[src/rtl/cdg_pkg.sv]
// ----------------------------------------------------------------------------
// cdg_pkg
// sizes, command and status types of the central difference gradient unit
// ----------------------------------------------------------------------------
package cdg_pkg;

	localparam int MAX_WIDTH  = 4096;
	localparam int MAX_HEIGHT = 4096;

	localparam int PIX_W     = 8;
	localparam int GRAD_W    = 8;
	localparam int MAG_W     = 8;
	localparam int CFG_W     = 13;
	localparam int CFG_IDX_W = 2;
	localparam int COL_W     = $clog2(MAX_WIDTH);
	localparam int ROW_W     = $clog2(MAX_HEIGHT);
	localparam int SQ_W      = 2 * GRAD_W;
	localparam int STEP_W    = $clog2(MAG_W);

	localparam logic [CFG_IDX_W-1:0] REG_IMAGE_WIDTH  = CFG_IDX_W'(0);
	localparam logic [CFG_IDX_W-1:0] REG_IMAGE_HEIGHT = CFG_IDX_W'(1);

	localparam logic [CFG_W-1:0] WIDTH_RESET  = CFG_W'(640);
	localparam logic [CFG_W-1:0] HEIGHT_RESET = CFG_W'(480);

	// line store access of one step of the sequencer
	typedef enum logic [2:0] {
		MEM_NONE,
		MEM_READ_CUR,
		MEM_READ_LEFT,
		MEM_READ_RIGHT,
		MEM_WRITE_CUR
	} mem_phase_t;

	// which of the up to three results of a pixel is being built
	typedef enum logic [1:0] {
		KIND_UPPER,
		KIND_LEFT,
		KIND_CORNER
	} res_kind_t;

	typedef struct packed {
		logic       capture;
		mem_phase_t mem_phase;
		logic       load_res;
		res_kind_t  kind;
		logic       push_out;
		logic       advance;
	} ctrl_cmd_t;

	typedef struct packed {
		logic has_upper;
		logic has_left;
		logic has_corner;
		logic root_done;
		logic out_free;
	} dp_status_t;

endpackage

[src/rtl/cdg_ctrl.sv]
// ----------------------------------------------------------------------------
// cdg_ctrl
// sequencer: line store accesses, then each pending result through the root
// ----------------------------------------------------------------------------
module cdg_ctrl import cdg_pkg::*; (
	input  logic       clk,
	input  logic       arst_n,
	input  logic       in_valid,
	output logic       in_ready,
	input  dp_status_t st,
	output ctrl_cmd_t  cmd
);

	typedef enum logic [3:0] {
		ST_IDLE,
		ST_RD_CUR,
		ST_RD_LEFT,
		ST_RD_RIGHT,
		ST_WR,
		ST_PICK,
		ST_LOAD,
		ST_ROOT,
		ST_OUT,
		ST_ADV
	} state_t;

	state_t    state_q;
	res_kind_t kind_q;
	logic      ready_q;

	always_ff @(posedge clk or negedge arst_n) begin
		if (!arst_n) begin
			state_q <= ST_IDLE;
			kind_q  <= KIND_UPPER;
			ready_q <= 1'b1;
		end else begin
			unique case (state_q)
				ST_IDLE: begin
					if (in_valid) begin
						state_q <= ST_RD_CUR;
						ready_q <= 1'b0;
					end
				end
				ST_RD_CUR:   state_q <= ST_RD_LEFT;
				ST_RD_LEFT:  state_q <= ST_RD_RIGHT;
				ST_RD_RIGHT: state_q <= ST_WR;
				ST_WR: begin
					state_q <= ST_PICK;
					kind_q  <= KIND_UPPER;
				end
				ST_PICK: begin
					// skip results this pixel does not cause
					unique case (kind_q)
						KIND_UPPER: begin
							if (st.has_upper) begin
								state_q <= ST_LOAD;
							end else begin
								kind_q <= KIND_LEFT;
							end
						end
						KIND_LEFT: begin
							if (st.has_left) begin
								state_q <= ST_LOAD;
							end else begin
								kind_q <= KIND_CORNER;
							end
						end
						default: begin
							state_q <= st.has_corner ? ST_LOAD : ST_ADV;
						end
					endcase
				end
				ST_LOAD: state_q <= ST_ROOT;
				ST_ROOT: begin
					if (st.root_done) begin
						state_q <= ST_OUT;
					end
				end
				ST_OUT: begin
					if (st.out_free) begin
						unique case (kind_q)
							KIND_UPPER: begin
								kind_q  <= KIND_LEFT;
								state_q <= ST_PICK;
							end
							KIND_LEFT: begin
								kind_q  <= KIND_CORNER;
								state_q <= ST_PICK;
							end
							default: state_q <= ST_ADV;
						endcase
					end
				end
				ST_ADV: begin
					state_q <= ST_IDLE;
					ready_q <= 1'b1;
				end
				default: begin
					state_q <= ST_IDLE;
					ready_q <= 1'b1;
				end
			endcase
		end
	end

	always_comb begin
		cmd           = '0;
		cmd.kind      = kind_q;
		cmd.mem_phase = MEM_NONE;
		unique case (state_q)
			ST_IDLE:     cmd.capture   = ready_q && in_valid;
			ST_RD_CUR:   cmd.mem_phase = MEM_READ_CUR;
			ST_RD_LEFT:  cmd.mem_phase = MEM_READ_LEFT;
			ST_RD_RIGHT: cmd.mem_phase = MEM_READ_RIGHT;
			ST_WR:       cmd.mem_phase = MEM_WRITE_CUR;
			ST_LOAD:     cmd.load_res  = 1'b1;
			ST_OUT:      cmd.push_out  = st.out_free;
			ST_ADV:      cmd.advance   = 1'b1;
			default: ;
		endcase
	end

	assign in_ready = ready_q;

endmodule

[config.mk]
export PLATFORM = sky130hd
export DESIGN_NAME = cdg_ctrl
export DESIGN_NICKNAME = d
export VERILOG_FILES = /design/src/rtl/cdg_pkg.sv /design/src/rtl/cdg_ctrl.sv
export SDC_FILE = /design/constraint.sdc
export NUM_CORES = 1
export LEC_CHECK = 0
export BUFFER_PORTS_ARGS = -buffer_cell sky130_fd_sc_hd__buf_2
export CAP_MARGIN = 20
export CORE_AREA = 4 4 41 43
export CTS_CLUSTER_DIAMETER = 200
export DETAILED_ROUTE_END_ITERATION = 8
export DIE_AREA = 0 0 45 47
export GPL_ROUTABILITY_DRIVEN = 0
export PLACE_DENSITY = 0.74
export SKIP_LAST_GASP = 1
export SYNTH_ARGS = -nofsm -noshare
export SYNTH_HDL_FRONTEND = slang
export SYNTH_SLANG_ARGS = --single-unit
[constraint.sdc]
create_clock -name clk -period 4.42 [get_ports clk]
set_input_delay 0.221 -clock clk [delete_from_list [all_inputs] [get_ports clk]]
set_output_delay 0.221 -clock clk [all_outputs]
set_load 0.02 [all_outputs]
=== After elaboration in Yosys (flattened, before gate mapping) ===
Index checks and enable logic that the tools add are counted.

* Register bits: 7
* Output and inout port bits: 10

* Bitwise operators: 1
* Equality and inequality tests: 19
* Reductions and logical operators: 9
* Mux-type cells: 22

{| class="wikitable"
|+ Operator list
! cell !! number
|-
| case mux 4 bit (9 select lines) || 1
|-
| 2-to-1 mux 4 bit || 7
|-
| equality test 4 x 3 -> 1 bit (second input constant) || 4
|-
| inequality test 3 bit (second input constant) || 5
|-
| case mux 3 bit (4 select lines) || 1
|-
| equality test 4 x 2 -> 1 bit (second input constant) || 2
|-
| equality test 4 bit (second input constant) || 2
|-
| case mux 2 bit (2 select lines) || 2
|-
| case mux 4 bit (2 select lines) || 1
|-
| OR reduction 8 bit || 1
|-
| 2-to-1 mux 2 bit || 3
|-
| inequality test 2 bit (second input constant) || 3
|-
| case mux 2 bit (3 select lines) || 1
|-
| AND reduction 6 bit || 1
|-
| 2-to-1 mux 1 bit || 5
|-
| AND reduction 5 bit || 1
|-
| equality test 4 x 1 -> 1 bit (second input constant) || 1
|-
| logical NOT 4 bit || 1
|-
| inequality test 3 x 1 -> 1 bit (second input constant) || 1
|-
| nonzero test 3 bit || 1
|-
| equality test 2 x 1 -> 1 bit (second input constant) || 1
|-
| logical NOT 2 bit || 1
|-
| case mux 1 bit (2 select lines) || 1
|-
| AND reduction 2 bit || 1
|-
| 3 further kinds || 3
|}

=== Longest topological paths before layout ===
* Word-level depth: 5
* Gate-level depth with buffers: 5
* Depth with buffers taken out: 4

=== Worst setup path before layout ===
OpenSTA, ideal clock, no wires.

* Path type: reg2reg
* Start point: reg kind_q[1]
* End point: reg kind_q[0]
* Path slack: 2.796 ns
* Data required time: 4.292 ns
* Library setup time: 0.128 ns
* Path buffers: 1
* Cell stages (with the launch flop): 6
* Data arrival time: 1.497 ns
* Cells stage by stage: dfrtp_1 -> buf_6 -> nor3b_2 -> a22oi_2 -> a311oi_2 -> mux2_1

* Cells in the longest elaborated chain, start to end: 4
* Elaborated cells on any way between the ends: 11
* Those cells by class: 5 x eq/ne; 4 x mux; 2 x reduce/logical

{| class="wikitable"
|+ RTL lines
! item !! RTL line !! source
|-
| start, declared || cdg_ctrl.sv:28 || <nowiki>res_kind_t kind_q;</nowiki>
|-
| start signal, assigned || cdg_ctrl.sv:34 || <nowiki>kind_q <= KIND_UPPER;</nowiki>
|-
| start signal, assigned || cdg_ctrl.sv:49 || <nowiki>kind_q <= KIND_UPPER;</nowiki>
|-
| start signal, assigned || cdg_ctrl.sv:58 || <nowiki>kind_q <= KIND_LEFT;</nowiki>
|-
| equality test 2 x 1 -> 1 bit or logical NOT 2 bit (tied branches) || cdg_ctrl.sv:53, cdg_ctrl.sv:81 ||
|-
| case mux 2 bit (2 select lines) || cdg_ctrl.sv:81 || <nowiki>unique case (kind_q)</nowiki>
|-
| 2-to-1 mux 2 bit || cdg_ctrl.sv:80 || <nowiki>if (st.out_free) begin</nowiki>
|-
| case mux 2 bit (3 select lines) || cdg_ctrl.sv:37 || <nowiki>unique case (state_q)</nowiki>
|}

Several ways; a longest one is shown, not always the timed one. The select of a mux whose other input is x is not followed.
A chain may end at the register's enable or synchronous reset.

==> impl_metrics.sql <==
INSERT INTO impl_metrics (metric_group, metric, value, unit) VALUES
('final_layout', 'syn_to_final_growth', '14.8', '%'),
('clock_network', 'clk_pin_slew_worst_paths', '0.05', 'ns'),
('clock_network', 'clk_path_buf_depth', '2', ''),
('sta', 'finalClockSkew', '0.00376', 'ns'),
('routing', 'drt_wl_total', '1350', 'um'),
('final_layout', 'finalCoreUtilization', '55.9', '%'),
('routing', 'antenna_left', '0', ''),
('synthesis', 'synth_top_cell_by_area', 'dfrtp_1', ''),
('setup_path', 'data_arrival_time_of_the_worst_path', '1.57', 'ns'),
('global_routing', 'gr-usage-all-layers', '14.8', '%'),
('sta', 'worst-slew-pin-transition', '0.490', 'ns'),
('global_routing', 'grt_max_degree', '17', ''),
('synthesis', 'ys.flop_type', 'dfrtp_1', ''),
('setup_path', 'startpoint_type', 'flop', ''),
('global_routing', 'grt.overflow.total', '0', ''),
('sta', 'final_max_slew_viol_count', '0', ''),
('power', 'p_int', '0.279', 'mW'),
('routing', 'route.detailed.wl_per_inst', '13.3', 'um'),
('synthesis', 'cell_types_with_the_largest_area_share_after_synthesis', 'dfrtp_1, buf_6, dfstp_2, a21oi_1, nor2b_1', ''),
('die', 'io_pins', '18', ''),
('synthesis', 'avg_inst_size_synth', '9.18', 'sq um'),
('synthesis', 'synth.cells.most_frequent', 'dfrtp_1, a21oi_1, nor2_1, nor3_1, nor2b_1', ''),
('sta', 'finalSetupTns', '0', 'ns'),
('sta', 'finalSetupViolCount', '0', ''),
('routing', 'drc_violation_total_after_the_first_tritonroute_iteration', '8', ''),
('routing', 'route.vias.total', '564', ''),
('sta', 'finalWorstPathRequiredPeriod', '1.79', 'ns'),
('global_routing', 'grt_antenna_before_repair', '0', ''),
('routing', 'firstDrtPassIters', '4', ''),
('die', 'core-area', '1300', 'sq um'),
('sta', 'rsz_0062_raised_after_global_routing', 'no', ''),
('synthesis', 'post_synth_edffs', '0', ''),
('global_routing', 'first_global_vias', '554', ''),
('min_path', 'min_path_type', 'in -> reg', ''),
('synthesis', 'post_synth_num_cell_types', '38', ''),
('global_routing', 'global_route_wire_length_before_repair', '2320', 'um'),
('synthesis', 'number_of_standard_cells_after_synthesis', '69', ''),
('power', 'ratio_of_total_power_to_cell_area', '744', 'nW/um^2'),
('die', 'core.rowCount', '13', ''),
('clock_network', 'h-tree-depth', '1', ''),
('clock_network', 'tritoncts', 'built', ''),
('die', 'die_width', '45', 'um'),
('synthesis', 'syn_std_cell_area', '633', 'sq um'),
('power', 'seq_pwr_share', '33.1', '%'),
('sta', 'maxClockFrequency', '558', 'MHz'),
('run_status', 'run_status', 'finished clean', ''),
('final_layout', 'total_nets_final', '95', ''),
('sta', 'final.hold.worst_slack', '0.243', 'ns'),
('power', 'leakagePower', '0.317', 'nW'),
('final_layout', 'num_antenna_cells', '0', ''),
('clock_network', 'cts_setup_buffers', '0', ''),
('routing', 'detail_route.vias_per_cell', '5.58', ''),
('sta', 'final_hold_viol_count', '0', ''),
('sta', 'layout_worst_path_cycle_share', '40.5', '%'),
('sta', 'slew_headroom', '67.4', '%'),
('clock_network', 'clkLatencyLatePin', '0.24', 'ns'),
('power', 'share_clk_of_total_power', '10.0', '%'),
('die', 'fp.dieH', '47', 'um'),
('place', 'dp_hpwl', '1050', 'um'),
('die', 'initial_utilization', '48.7', '%'),
('power', 'netSwitchingPower', '0.262', 'mW'),
('routing', 'drt_drc_violations_left', '0', ''),
('synthesis', 'dominant_cell_by_count_in_the_synthesized_netlist', 'dfrtp_1', ''),
('job', 'drv.max_cap_violation_count', '0', ''),
('clock_network', 'clock_sink_count', '7', ''),
('setup_path', 'worst_setup_path_end_kind', 'output pin', ''),
('setup_path', 'timing_worst_setup_path_type', 'reg -> out', ''),
('synthesis', 'ys_async_sr_fraction', '100', '%'),
('setup_path', 'timing.critical_path.required', '4.20', 'ns'),
('power', 'total_power', '0.541', 'mW'),
('die', 'overall_die_area', '2120', 'sq um'),
('synthesis', 'share_of_the_synthesized_area_in_the_top_cell_type', '23.7', '%'),
('setup_path', 'path_max_fanout', '16', ''),
('clock_network', 'cts-buffers-inserted', '3', ''),
('power', 'p_sw_share', '48.4', '%'),
('power', 'power.ir.vdd_worst', '0.373', 'mV'),
('place', 'port-buffer-count', '17', ''),
('synthesis', 'yosys_warnings', '0', ''),
('clock_network', 'cts.root.buffer_cell', 'clkbuf_4', ''),
('synthesis', 'yosysSeqAreaShare', '27.9', '%'),
('power', 'power.combinational.fraction', '56.8', '%'),
('synthesis', 'ff_latch_count_synth', '7', ''),
('final_layout', 'layout-drive-gt1-share', '36.0', '%'),
('synthesis', 'mapped_nets', '77', '');
==> final timing paths <==
check | endpoint | slack (ns) | cells after the start | from
max in group asynchronous | in_ready$_DFFE_PN1P_ | 3.87 | 2 | arst_n
hold reg to reg | in_ready$_DFFE_PN1P_ | 0.53 | 2 | in_ready$_DFFE_PN1P_
hold / removal | state_q[3]$_DFFE_PN0P_ | 0.24 | 2 | st[0]
min in group asynchronous | state_q[3]$_DFFE_PN0P_ | 0.33 | 2 | arst_n
setup / recovery | cmd[8] | 2.63 | 4 | state_q[0]$_DFFE_PN0P_
setup reg to reg | kind_q[1]$_DFFE_PN0P_ | 2.64 | 4 | state_q[3]$_DFFE_PN0P_
==> layer usage <==
metal | part of all wire (%) | vias up | global-route usage, %
met2 | 49 | 7 | 25.7
met1 | 48 | 273 | 19.4
met5 | 0 | - | 0
li1 | - | 284 | -
met3 | 2.8 | 0 | 1.15
met4 | 0 | 0 | 5.26
==> area by class of cell <==
| cell class | count | area (sq um) |
|---|---|---|
| clock buffers | 4 | 26.3 |
| fillers | 125 | 574 |
| inverters | 1 | 3.75 |
| multi-input cells | 56 | 407 |
| flip-flops and latches | 7 | 176 |
| well taps | 15 | 18.8 |
| repair buffers | 18 | 95.1 |
==> layout by cell type, fill, tap and decap left out, drive strengths merged, types with 2 or more instances in the layout <==
master  instances
nor2b           5
nand3b          3
buf            17
clkbuf          4
nor4            2
and2            2
o21ai           2
mux2            3
nor2            5
a21oi           5
nor3            5
nand2           3
dfrtp           6
nor3b           4
==> power by group through the flow <==
stage | registers, mW | logic [mW] | clock network, mW
final | 0.179 | 0.307 | 0.0543
after global routing | 0.192 | 0.339 | 0.0591
after CTS | 0.178 | 0.310 | 0.0577
after detailed placement | 0.178 | 0.308 | 0
after global placement | 0.177 | 0.304 | 0
after floorplan | 0.139 | 0.298 | 0
==> worst max-delay path: stages, from the launching register on <==
cell,delay [ns]
dfrtp_1,0.55
nor2_1,0.32
nand3_1,0.12
nor3_1,0.14
buf_2,0.19
==> repair_timing <==
item | 4_1_cts | 5_1_grt
hold endpoints to repair | 7 | 0
hold buffers | 1 | 0
gates resized for setup | 0 | 0
==> through the flow <==
step / setup WS [ns] / cell area, sq um / cells
after floorplan: 2.80 / 633 / 69
after global placement: 2.71 / 691 / 96
after detailed placement: 2.67 / 691 / 96
after CTS: 2.62 / 727 / 101
after global routing: 2.51 / 727 / 101
final: 2.63 / 727 / 101
==> state kept, by name, indices dropped and copies added, names as in the netlist <==
signal	count
in_ready	1
state_q	4
kind_q	2
==> cells by family (layout without fill, tap and decap cells) <==
group / count (synthesis) / in the layout / synth area share (%)
buffers and inverters: 6 / 23 / 7.90
AOI/OAI and AO/OA: 15 / 15 / 19.0
and+or+nand+nor: 38 / 38 / 39.9
DFF: 7 / 7 / 27.9
muxes: 3 / 3 / 5.34
Note: power is estimated with default switching activity, not from simulation.
